**config.mk**
```make
export PLATFORM = sky130hd
export DESIGN_NAME = metronome_beat_generator_core
export DESIGN_NICKNAME = d
export VERILOG_FILES = /design/src/rtl/mbg_pkg.sv /design/src/rtl/metronome_beat_generator_core.sv
export SDC_FILE = /design/constraint.sdc
export NUM_CORES = 1
export LEC_CHECK = 0
export ABC_CLOCK_PERIOD_IN_PS = 12500
export BUFFER_PORTS_ARGS = -buffer_cell sky130_fd_sc_hd__buf_2
export CORE_ASPECT_RATIO = 2
export CORE_UTILIZATION = 50
export DETAILED_ROUTE_END_ITERATION = 10
export GPL_ROUTABILITY_DRIVEN = 0
export PLACE_DENSITY = 0.7
export SLEW_MARGIN = 20
export SYNTH_ARGS = -nofsm -noshare
export SYNTH_HDL_FRONTEND = slang
export SYNTH_SLANG_ARGS = --single-unit
```
**constraint.sdc**
```tcl
create_clock -name clk -period 12.5 [get_ports clk]
set_input_delay 1.875 -clock clk [delete_from_list [all_inputs] [get_ports clk]]
set_output_delay 1.875 -clock clk [all_outputs]
set_load 0.01 [all_outputs]
```
**src/rtl/mbg_pkg.sv**
```systemverilog
// package for the metronome beat generator
// holds the sequencer state type, register codes, tempo constants and clamp helpers
// no dependencies
package mbg_pkg;

  localparam int CountBits = 16;
  localparam int DivSteps  = 16;
  localparam int CntBits   = $clog2(DivSteps);
  localparam int AddrBits  = 3;

  localparam logic [7:0]  TempoMin       = 8'd20;
  localparam logic [7:0]  TempoMax       = 8'd250;
  localparam logic [7:0]  TempoStep      = 8'd5;
  localparam logic [7:0]  TempoReset     = 8'd90;
  localparam logic [11:0] IntervalReset  = 12'd666;
  localparam logic [2:0]  AccentMax      = 3'd5;
  localparam logic [2:0]  AccentReset    = 3'd4;
  localparam logic [31:0] FirstBeatDelay = 32'd500;
  localparam logic [15:0] MsPerMinute    = 16'd60000;

  typedef enum logic {
    REG_START_TEMPO = 1'b0,
    REG_ACCENT      = 1'b1
  } mbg_reg_t;

  typedef enum logic [3:0] {
    ST_IDLE,
    ST_CTRL,
    ST_ANCH,
    ST_TICK,
    ST_DIV,
    ST_CMP1,
    ST_ADD,
    ST_CMP2,
    ST_REANCH,
    ST_OUT
  } mbg_state_t;

  function automatic logic [7:0] clamp_tempo(input logic [7:0] t);
    logic [7:0] r;
    r = t;
    if (t < TempoMin) r = TempoMin;
    if (t > TempoMax) r = TempoMax;
    return r;
  endfunction

  function automatic logic [7:0] tempo_down(input logic [7:0] t);
    logic [7:0] r;
    if (t < TempoMin + TempoStep) r = TempoMin;
    else r = t - TempoStep;
    return r;
  endfunction

  function automatic logic [7:0] tempo_up(input logic [7:0] t);
    logic [7:0] r;
    if (t > TempoMax - TempoStep) r = TempoMax;
    else r = t + TempoStep;
    return r;
  endfunction

endpackage

```
**src/rtl/metronome_beat_generator_core.sv**
```systemverilog
// metronome beat generator top level: sequencer, shared 32-bit adder, apb registers
// depends on mbg_pkg
//
// One word in, one word out. A tick or start word runs from acceptance to the result
// being offered through the control step, an anchor or time-tick step where needed,
// the 16-step restoring division of 60000 by the tempo and, for a tick while running,
// the beat compare, advance and re-anchor steps, all one after another through a single
// shared 32-bit adder/subtractor. The input is not ready while a word is being worked
// on or while its result waits to be taken. Registers: start tempo at byte address 0,
// accent period at byte address 4; write them only while idle.
module metronome_beat_generator_core (
  input  logic                         clk,
  input  logic                         rst_n,
  input  logic                         in_valid,
  output logic                         in_ready,
  input  logic                         in_action,
  input  logic                         in_button_a,
  input  logic                         in_button_b,
  output logic                         out_valid,
  input  logic                         out_ready,
  output logic                         out_click,
  output logic                         out_accent,
  output logic [15:0]                  out_beat_number,
  output logic [7:0]                   out_tempo_bpm,
  output logic                         out_running,
  input  logic                         cfg_psel,
  input  logic                         cfg_penable,
  input  logic                         cfg_pwrite,
  input  logic [mbg_pkg::AddrBits-1:0] cfg_paddr,
  input  logic [31:0]                  cfg_pwdata,
  output logic [31:0]                  cfg_prdata,
  output logic                         cfg_pready
);
  import mbg_pkg::*;

  mbg_state_t state_r, state_nxt;

  logic [7:0]           cfg_tempo_r;
  logic [2:0]           cfg_accent_r;
  logic [31:0]          time_r, time_nxt;
  logic [31:0]          next_r, next_nxt;
  logic [7:0]           tempo_r, tempo_nxt;
  logic [11:0]          interval_r, interval_nxt;
  logic [CountBits-1:0] count_r, count_nxt;
  logic [2:0]           bar_r, bar_nxt;
  logic                 active_r, active_nxt;
  logic                 prev_a_r, prev_a_nxt;
  logic                 prev_b_r, prev_b_nxt;
  logic                 action_r, action_nxt;
  logic                 btn_a_r, btn_a_nxt;
  logic                 btn_b_r, btn_b_nxt;
  logic [7:0]           rem_r, rem_nxt;
  logic [15:0]          quo_r, quo_nxt;
  logic [CntBits-1:0]   cnt_r, cnt_nxt;
  logic                 click_r, click_nxt;
  logic                 accent_r, accent_nxt;
  logic [15:0]          number_r, number_nxt;

  logic [31:0] alu_a, alu_b, alu_sum;
  logic        alu_sub;
  logic        alu_neg;
  logic [8:0]  trial;
  logic        div_last;
  logic        cfg_wr;
  logic [2:0]  period;
  logic [2:0]  bar_base;
  logic [2:0]  bar_inc;

  // shared adder/subtractor
  assign alu_sum  = alu_a + (alu_sub ? ~alu_b : alu_b) + {31'd0, alu_sub};
  assign alu_neg  = alu_sum[31];
  assign trial    = {rem_r, quo_r[15]};
  assign div_last = (cnt_r == CntBits'(DivSteps - 1));

  assign period   = (cfg_accent_r > AccentMax) ? AccentMax : cfg_accent_r;
  assign bar_base = (bar_r >= period) ? 3'd0 : bar_r;
  assign bar_inc  = bar_base + 3'd1;

  // configuration port
  assign cfg_pready = 1'b1;
  assign cfg_wr     = cfg_psel & cfg_penable & cfg_pwrite & cfg_pready;

  always_comb begin
    case (mbg_reg_t'(cfg_paddr[2]))
      REG_START_TEMPO: cfg_prdata = {24'd0, cfg_tempo_r};
      REG_ACCENT:      cfg_prdata = {29'd0, cfg_accent_r};
      default:         cfg_prdata = 32'd0;
    endcase
  end

  // next state
  always_comb begin
    state_nxt = state_r;
    case (state_r)
      ST_IDLE:   if (in_valid) state_nxt = ST_CTRL;
      ST_CTRL: begin
        if (!action_r)      state_nxt = ST_TICK;
        else if (active_r)  state_nxt = ST_DIV;
        else                state_nxt = ST_ANCH;
      end
      ST_ANCH:   state_nxt = ST_DIV;
      ST_TICK:   state_nxt = ST_DIV;
      ST_DIV: begin
        if (div_last) state_nxt = (!action_r && active_r) ? ST_CMP1 : ST_OUT;
      end
      ST_CMP1:   state_nxt = alu_neg ? ST_OUT : ST_ADD;
      ST_ADD:    state_nxt = ST_CMP2;
      ST_CMP2:   state_nxt = alu_neg ? ST_OUT : ST_REANCH;
      ST_REANCH: state_nxt = ST_OUT;
      ST_OUT:    if (out_ready) state_nxt = ST_IDLE;
      default:   state_nxt = ST_IDLE;
    endcase
  end

  // outputs and adder operand select
  always_comb begin
    in_ready  = 1'b0;
    out_valid = 1'b0;
    alu_a     = time_r;
    alu_b     = next_r;
    alu_sub   = 1'b1;
    case (state_r)
      ST_IDLE: in_ready = 1'b1;
      ST_ANCH: begin
        alu_b   = FirstBeatDelay;
        alu_sub = 1'b0;
      end
      ST_TICK: begin
        alu_b   = 32'd1;
        alu_sub = 1'b0;
      end
      ST_DIV: begin
        alu_a = {23'd0, trial};
        alu_b = {24'd0, tempo_r};
      end
      ST_ADD: begin
        alu_a   = next_r;
        alu_b   = {20'd0, interval_r};
        alu_sub = 1'b0;
      end
      ST_REANCH: begin
        alu_b   = {20'd0, interval_r};
        alu_sub = 1'b0;
      end
      ST_OUT:  out_valid = 1'b1;
      default: ;
    endcase
  end

  // datapath next values
  always_comb begin
    time_nxt     = time_r;
    next_nxt     = next_r;
    tempo_nxt    = tempo_r;
    interval_nxt = interval_r;
    count_nxt    = count_r;
    bar_nxt      = bar_r;
    active_nxt   = active_r;
    prev_a_nxt   = prev_a_r;
    prev_b_nxt   = prev_b_r;
    action_nxt   = action_r;
    btn_a_nxt    = btn_a_r;
    btn_b_nxt    = btn_b_r;
    rem_nxt      = rem_r;
    quo_nxt      = quo_r;
    cnt_nxt      = cnt_r;
    click_nxt    = click_r;
    accent_nxt   = accent_r;
    number_nxt   = number_r;
    case (state_r)
      ST_IDLE: begin
        if (in_valid) begin
          action_nxt = in_action;
          btn_a_nxt  = in_button_a;
          btn_b_nxt  = in_button_b;
          click_nxt  = 1'b0;
          accent_nxt = 1'b0;
          number_nxt = 16'd0;
        end
      end
      ST_CTRL: begin
        rem_nxt = 8'd0;
        quo_nxt = MsPerMinute;
        cnt_nxt = '0;
        if (action_r) begin
          tempo_nxt = clamp_tempo(cfg_tempo_r);
          if (!active_r) begin
            count_nxt  = '0;
            bar_nxt    = 3'd0;
            prev_a_nxt = 1'b0;
            prev_b_nxt = 1'b0;
          end
        end else if (active_r) begin
          if (btn_a_r && btn_b_r) begin
            active_nxt = 1'b0;
          end else begin
            if (btn_a_r && !prev_a_r) tempo_nxt = tempo_down(tempo_r);
            if (btn_b_r && !prev_b_r) tempo_nxt = tempo_up(tempo_r);
            prev_a_nxt = btn_a_r;
            prev_b_nxt = btn_b_r;
          end
        end
      end
      ST_ANCH: begin
        next_nxt   = alu_sum;
        active_nxt = 1'b1;
      end
      ST_TICK: time_nxt = alu_sum;
      ST_DIV: begin
        quo_nxt = {quo_r[14:0], ~alu_neg};
        rem_nxt = alu_neg ? trial[7:0] : alu_sum[7:0];
        cnt_nxt = cnt_r + CntBits'(1);
        if (div_last) interval_nxt = {quo_r[10:0], ~alu_neg};
      end
      ST_CMP1: begin
        if (!alu_neg) begin
          click_nxt  = 1'b1;
          number_nxt = 16'(count_r);
          count_nxt  = count_r + CountBits'(1);
          if (period != 3'd0) begin
            accent_nxt = (bar_base == 3'd0);
            bar_nxt    = (bar_inc >= period) ? 3'd0 : bar_inc;
          end else begin
            bar_nxt = 3'd0;
          end
        end
      end
      ST_ADD:    next_nxt = alu_sum;
      ST_REANCH: next_nxt = alu_sum;
      default: ;
    endcase
  end

  always_ff @(posedge clk) begin
    if (!rst_n) begin
      state_r      <= ST_IDLE;
      cfg_tempo_r  <= TempoReset;
      cfg_accent_r <= AccentReset;
      time_r       <= 32'd0;
      next_r       <= 32'd0;
      tempo_r      <= TempoReset;
      interval_r   <= IntervalReset;
      count_r      <= '0;
      bar_r        <= 3'd0;
      active_r     <= 1'b0;
      prev_a_r     <= 1'b0;
      prev_b_r     <= 1'b0;
      cnt_r        <= '0;
    end else begin
      state_r    <= state_nxt;
      time_r     <= time_nxt;
      next_r     <= next_nxt;
      tempo_r    <= tempo_nxt;
      interval_r <= interval_nxt;
      count_r    <= count_nxt;
      bar_r      <= bar_nxt;
      active_r   <= active_nxt;
      prev_a_r   <= prev_a_nxt;
      prev_b_r   <= prev_b_nxt;
      cnt_r      <= cnt_nxt;
      if (cfg_wr) begin
        case (mbg_reg_t'(cfg_paddr[2]))
          REG_START_TEMPO: cfg_tempo_r  <= cfg_pwdata[7:0];
          REG_ACCENT:      cfg_accent_r <= cfg_pwdata[2:0];
          default: ;
        endcase
      end
    end
  end

  always_ff @(posedge clk) begin
    action_r <= action_nxt;
    btn_a_r  <= btn_a_nxt;
    btn_b_r  <= btn_b_nxt;
    rem_r    <= rem_nxt;
    quo_r    <= quo_nxt;
    click_r  <= click_nxt;
    accent_r <= accent_nxt;
    number_r <= number_nxt;
  end

  assign out_click       = click_r;
  assign out_accent      = accent_r;
  assign out_beat_number = number_r;
  assign out_tempo_bpm   = tempo_r;
  assign out_running     = active_r;

`ifndef SYNTHESIS
  a_ready_excl: assert property (@(posedge clk) disable iff (!rst_n)
    !(in_ready && out_valid))
    else $error("input ready while a result is pending");

  a_tempo_range: assert property (@(posedge clk) disable iff (!rst_n)
    (tempo_r >= TempoMin) && (tempo_r <= TempoMax))
    else $error("tempo out of range");

  a_interval_range: assert property (@(posedge clk) disable iff (!rst_n)
    out_valid |-> (interval_r >= 12'd240) && (interval_r <= 12'd3000))
    else $error("beat interval out of range after division");

  a_click_running: assert property (@(posedge clk) disable iff (!rst_n)
    (out_valid && out_click) |-> out_running)
    else $error("click while stopped");

  a_accept_starts: assert property (@(posedge clk) disable iff (!rst_n)
    (in_valid && in_ready) |=> (state_r == ST_CTRL))
    else $error("accepted word did not start the sequencer");
`endif

endmodule
```
After elaboration in Yosys (flattened, before gate mapping)

Index checks and enable logic that the tools add are counted.

Equal/unequal tests: 20
Add/subtract/negate cells: 7
Order comparisons: 7
Div/mod/pow operators: 0
Reductions and logical operators: 31
Bitwise gates (word level): 5
Multiply operators: 0
Multiplexer cells: 61
Shifts and indexed selects: 0

Operators with widths:

| kind                                                       | number |
|---|---|
| one-hot mux 32 bit (2 select lines)                        | 2 |
| one-hot mux 32 bit (4 select lines)                        | 1 |
| one-hot mux 16 bit (2 select lines)                        | 3 |
| two-way mux 16 bit                                         | 5 |
| two-way mux 8 bit                                          | 10 |
| one-hot mux 4 bit (9 select lines)                         | 1 |
| adder 32 x 1 -> 32 bit                                     | 1 |
| adder 32 bit                                               | 1 |
| two-way mux 32 bit                                         | 1 |
| inverter 32 bit                                            | 1 |
| two-way mux 3 bit                                          | 9 |
| two-way mux 4 bit                                          | 5 |
| inequality test 2 bit, second input constant               | 10 |
| two-way mux 1 bit                                          | 18 |
| adder 16 x 1 -> 16 bit, second input constant              | 1 |
| == test 4 x 3 -> 1 bit, second input constant              | 4 |
| greater-than comparator 8 bit, second input constant       | 2 |
| less-than comparator 8 x 5 -> 1 bit, second input constant | 2 |
| one-hot mux 8 bit (2 select lines)                         | 1 |
| AND reduction 4 bit                                        | 4 |
| == test 4 bit, second input constant                       | 3 |
| AND reduction 2 bit                                        | 5 |
| nonzero test 2 bit                                         | 5 |
| adder 8 x 3 -> 8 bit, second input constant                | 1 |
| 21 further kinds                                           | 35 |

Register bits after elaboration: 170
Bits in latches: 0
Logic and storage cells: 152
RAM bits: 0
Bits in read-only memories: 0
Output and inout port bits: 62
Memories: 0
Input port bits: 45

Logic depth before layout (Yosys ltp)

Depth in word-level cells: 10
Depth in mapped cells: 21
Gate-level depth less buffers: 18

Worst setup path before layout

No wires, ideal clock.

Kind: reg-to-reg
Start point: register state_r[0]
End point: register number_r[0], in the netlist out_beat_number[0], enable pin
Arrival: 4.480 ns
Required time: 12.127 ns
Library setup time: 0.373 ns
Buffers on the path: 5
Cell stages (with the launch flop): 20
Path slack: 7.647 ns
Period minus slack after synthesis: 4.853 ns
Cell sequence: dfxtp_1 buf_2 or3b_1 a22oi_1 clkbuf_1 buf_2 o21ai_0 ha_1 clkbuf_1 a21o_1 a21o_1 a21oi_1 nor2b_1 nand3_1 o21ai_0 nor3_4 xnor2_1 clkbuf_1 nand2_1 nand2_1

Word-level cells in the longest chain between the ends: 9
Elaborated cells on any way between the ends: 20
Classes of those cells: add/sub (2); eq/ne (8); mux (4); bitwise (1); reduce/logical (5)

RTL lines:

| element                                                        | line                                 | RTL |
|---|---|---|
| start, declared                                                | metronome_beat_generator_core.sv:36  | `mbg_state_t state_r, state_nxt;` |
| start signal, assigned                                         | metronome_beat_generator_core.sv:250 | `state_r <= state_nxt;` |
| == test 4 bit / == test 4 x 3 -> 1 bit (equally long branches) | metronome_beat_generator_core.sv:122 | `case (state_r)` |
| OR reduction 2 bit (no line)                                   | --                                   |  |
| one-hot mux 32 bit (4 select lines)                            | metronome_beat_generator_core.sv:122 |  |
| inverter 32 bit                                                | metronome_beat_generator_core.sv:70  | `assign alu_sum = alu_a + (alu_sub ? ~alu_b : alu_b) + {31'd0, alu_sub};` |
| two-way mux 32 bit                                             | metronome_beat_generator_core.sv:70  |  |
| adder 32 bit                                                   | metronome_beat_generator_core.sv:70  |  |
| adder 32 x 1 -> 32 bit                                         | metronome_beat_generator_core.sv:70  |  |
| inequality test 2 bit (no line)                                | --                                   |  |
| AND reduction 3 bit (no line) *                                | --                                   |  |
| end signal, assigned                                           | metronome_beat_generator_core.sv:279 | `number_r <= number_nxt;` |
| end, declared                                                  | metronome_beat_generator_core.sv:57  | `logic [15:0] number_r, number_nxt;` |

Every way passes the cells marked *; elsewhere a longest branch is shown, timed or not.
A chain may end at the register's enable or synchronous reset.

Final worst setup path

Start point: register state_r[1]
End point: register number_r[6], in the netlist out_beat_number[6], enable pin

The elaborated chain is that of the path after synthesis.

==> flow_metrics.env <==
export IMPL_drc=0
export IMPL_grt_pass1_wl_um=44300
export IMPL_cts_setup_buffers=0
export IMPL_tightestPinTransition_ns=1.05
export IMPL_die_w_um=104
export IMPL_min_period_ns=5.87
export IMPL_ys_seq_elements=170
export IMPL_max_stage_delay_ns=0.61
export IMPL_path_buf_inv=3
export IMPL_setup_tns_ns=0
export IMPL_finalNonFillerCells=1587
export IMPL_cp_top_family="simple AND/OR/NAND/NOR gates"
export IMPL_power_frac_seq_pct=24.3
export IMPL_yosysTopAreaCellShare_pct=24.1
export IMPL_dieArea_mm2=0.0213
export IMPL_ff2ff_path_depth=19
export IMPL_grt_usage_pct=26.2
export IMPL_stdcell_area_mm2=0.0112
export IMPL_switchingPower_uw=1640
export IMPL_dr_pass1_iters=6
export IMPL_first_global_vias=9134
export IMPL_dp_cells=1555
export IMPL_critPathMaxFanout=51
export IMPL_critPathKind="reg -> reg"
export IMPL_drive_above_1_share_pct=9.69
export IMPL_min_period_over_period_pct=47.0
export IMPL_path_clk_slew_ns=0.07
export IMPL_cp_cell_sequence="buf_4, nor2_1, nand2_1, nor2_1, buf_4, a22oi_1, o21ai_0, ha_1, nand4_1, or2_2, nor2_1, mux2i_2, a2111oi_4, nor3_4, nor3_4, xnor2_1, buf_4, nand2_1, nand2_1"
export IMPL_max_freq_mhz=170
export IMPL_cp_slowest_cell="nor2_1"
export IMPL_min_path_cells=1
export IMPL_yosys_top_cells_area="dfxtp_1 (24%), edfxtp_1 (13%), nand2_1 (9.5%), ha_1 (5.2%), o21ai_0 (5.0%)"
export IMPL_min_delay_start="cnt_r[3]$_SDFFE_PN0P_"
export IMPL_grt_overflow_total=0
export IMPL_fin_skew_ns=0.0108
export IMPL_cap_viol_max_count=0
export IMPL_syn2layout_area_growth_pct=8.31
export IMPL_setup_viol=0
export IMPL_cts_sinks=170
export IMPL_synth_area_per_cell_um2=7.98
export IMPL_final_nets=1397
export IMPL_htree_levels=4
export IMPL_root_buffer="clkbuf_16"
export IMPL_crit_path_start_kind="flop"
export IMPL_drt_iter0_markers=550
export IMPL_avgRoutedWirePerCell_um=17.1
export IMPL_arrival_ns=5.95
export IMPL_start_util_pct=50.9
export IMPL_multi_input_area_mm2=0.00597
export IMPL_antenna_found_initial=0
export IMPL_syn_area_mm2=0.0104
export IMPL_core_area_mm2=0.0204
export IMPL_clockPowerShare_pct=15.3
export IMPL_synth_ff_type="dfxtp_1"
export IMPL_drv_slew=0
export IMPL_synth_simple_area_share_pct=23.0
export IMPL_synth_top_area_cell="dfxtp_1"
export IMPL_drt_wl_total_um=27100
export IMPL_diodes=0
export IMPL_rows=74
export IMPL_ant_nets=0
export IMPL_dp_hpwl_um=18500
export IMPL_vias=9304
export IMPL_synth_compound_area_share_pct=23.2
export IMPL_slew_headroom_pct=29.9
export IMPL_regArea_mm2=0.00385
export IMPL_place_area_mm2=0.0107
export IMPL_reg2reg_to="out_beat_number[6]$_SDFFCE_PN0P_"
export IMPL_synthAdderAreaFrac_pct=5.67
export IMPL_yosys_warnings=0
export IMPL_finalHoldViolations=0
export IMPL_clock_latency_ns=0.45
export IMPL_ios=107
export IMPL_worst_hold_path_type="reg -> reg"
export IMPL_r2r_start="state_r[1]$_SDFFE_PN0P_"
export IMPL_async_flop_share_pct=0
export IMPL_rrSetupSlack_ns=6.63
export IMPL_synth_top_family_by_area="compound AO/OA/AOI/OAI gates"
export IMPL_rsz0062_at_grt="no"
export IMPL_ctsHoldBuffers=0
export IMPL_synthMuxAreaShare_pct=1.94
export IMPL_numCtsBuffers=17
export IMPL_cts_max_path_buffers=2
export IMPL_swShare_pct=48.9
export IMPL_p_leak_uw=0.00438
export IMPL_nFillCells=1988
export IMPL_synth_xor_area_share_pct=2.87
export IMPL_portBuffers=55
export IMPL_cts_tree="yes"
export IMPL_cts_resized=0
export IMPL_outcome="finished clean"
export IMPL_die_y_um=206
export IMPL_synthCells=1299
export IMPL_endpoint_kind="flop"
export IMPL_grt_start_max_net_pins=52
export IMPL_ys_seq_area_share_pct=37.2
export IMPL_synth_cell_types=72
export IMPL_viasPerCell=5.86
export IMPL_p_int_uw=1710
export IMPL_cp_required_ns=12.58
export IMPL_power_density_mw_per_mm2=298
export IMPL_pwr_share_comb_pct=60.4
export IMPL_peakVddDrop_mv=0.170
export IMPL_holdPathEnd="cnt_r[3]$_SDFFE_PN0P_"
export IMPL_synth_enable_flop_cells=45
export IMPL_setup_worst_path_start="state_r[1]$_SDFFE_PN0P_"
[layer usage]
layer | wire (um) | up-vias | part of all wire (%) | GRT usage [%]
met1 | 9870 | 4377 | 36 | 25.8
met4 | 1220 | 0 | 4.5 | 15.7
met5 | 0 | - | 0 | 0
met2 | 14800 | 278 | 55 | 50.9
met3 | 1200 | 86 | 4.4 | 4.02
li1 | - | 4563 | - | -
[final cells by class]
cell class / instances / share of cell area (%)
timing repair buffer: 71 / 3.52
clock buffer: 18 / 3.91
inverter: 30 / 1.00
clock inverter: 14 / 1.07
sequential: 170 / 34.3
tap: 266 / 2.97
multi-input combinational: 1018 / 53.2
[stage by stage]
stage / utilization [%] / total power [uW] / hold WS (ns) / setup slack (ns)
floorplan: - / 2340 / 0.423 / 7.65
global placement: 52.4 / 2800 / 0.445 / 6.77
detailed placement: 52.4 / 2820 / 0.452 / 6.67
CTS: 55.1 / 3340 / 0.460 / 6.63
global route: 55.1 / 3600 / 0.487 / 6.19
finish: 55.1 / 3350 / 0.458 / 6.63
[layout by cell type, fill, tap and decap left out, types with 9 or more instances in the layout]
master	n
nand4_1	17
or3_1	17
dfxtp_1	124
xnor2_1	19
xor2_1	15
nor2b_1	14
mux2i_1	12
ha_1	43
nand3_1	40
nand2_1	263
edfxtp_1	45
and2_1	33
nor2_1	75
o31ai_1	9
clkbuf_16	17
a21o_1	33
nand2b_1	15
a221oi_1	9
a21oi_1	90
buf_2	55
o21ai_0	103
o22ai_1	9
conb_1	25
a22oi_1	10
a21boi_0	30
buf_4	16
a211oi_1	12
a31oi_1	12
nor3_1	18
inv_1	29
[cells by family after synthesis]
group,count (synthesis)
AOI/OAI and AO/OA,374
other,2
DFF,170
buffers and inverters,134
adders and majority gates,47
and+or+nand+nor,520
muxes,18
xor gates and xnor gates,34
[flip-flops by register name (all words and copies together), names as in the netlist, 12 cells and up]
signal and count:
time_r 32, next_r 32, out_beat_number 16, quo_r 16, interval_r 12, count_r 16
[synth_stat cells (18+ instances only)]
cell and count:
ha_1 43, edfxtp_1 45, and2_1 33, xnor2_1 19
o21ai_0 103, a21o_1 33, nor2_1 76, dfxtp_1 125
nand3_1 40, a21oi_1 91, buf_4 25, nand2_1 263
nor3_1 18, clkbuf_1 69, a21boi_0 30, inv_1 29
[power groups by stage]
stage | sequential, uW | combinational (uW) | clock, uW
floorplan | 801 | 1540 | 0
global placement | 820 | 1980 | 0
detailed placement | 824 | 1990 | 0
CTS | 813 | 2010 | 517
global route | 833 | 2230 | 538
finish | 815 | 2020 | 511
[worst max-delay path by stage]
stage                                                  end  depth (start not counted)
final                     out_beat_number[6]$_SDFFCE_PN0P_                         19
after global placement    out_beat_number[6]$_SDFFCE_PN0P_                         20
after CTS                 out_beat_number[0]$_SDFFCE_PN0P_                         19
after global routing              count_r[12]$_SDFFE_PN0P_                         18
after floorplan           out_beat_number[0]$_SDFFCE_PN0P_                         19
after detailed placement  out_beat_number[1]$_SDFFCE_PN0P_                         19
(Power assumes the default switching activity.)
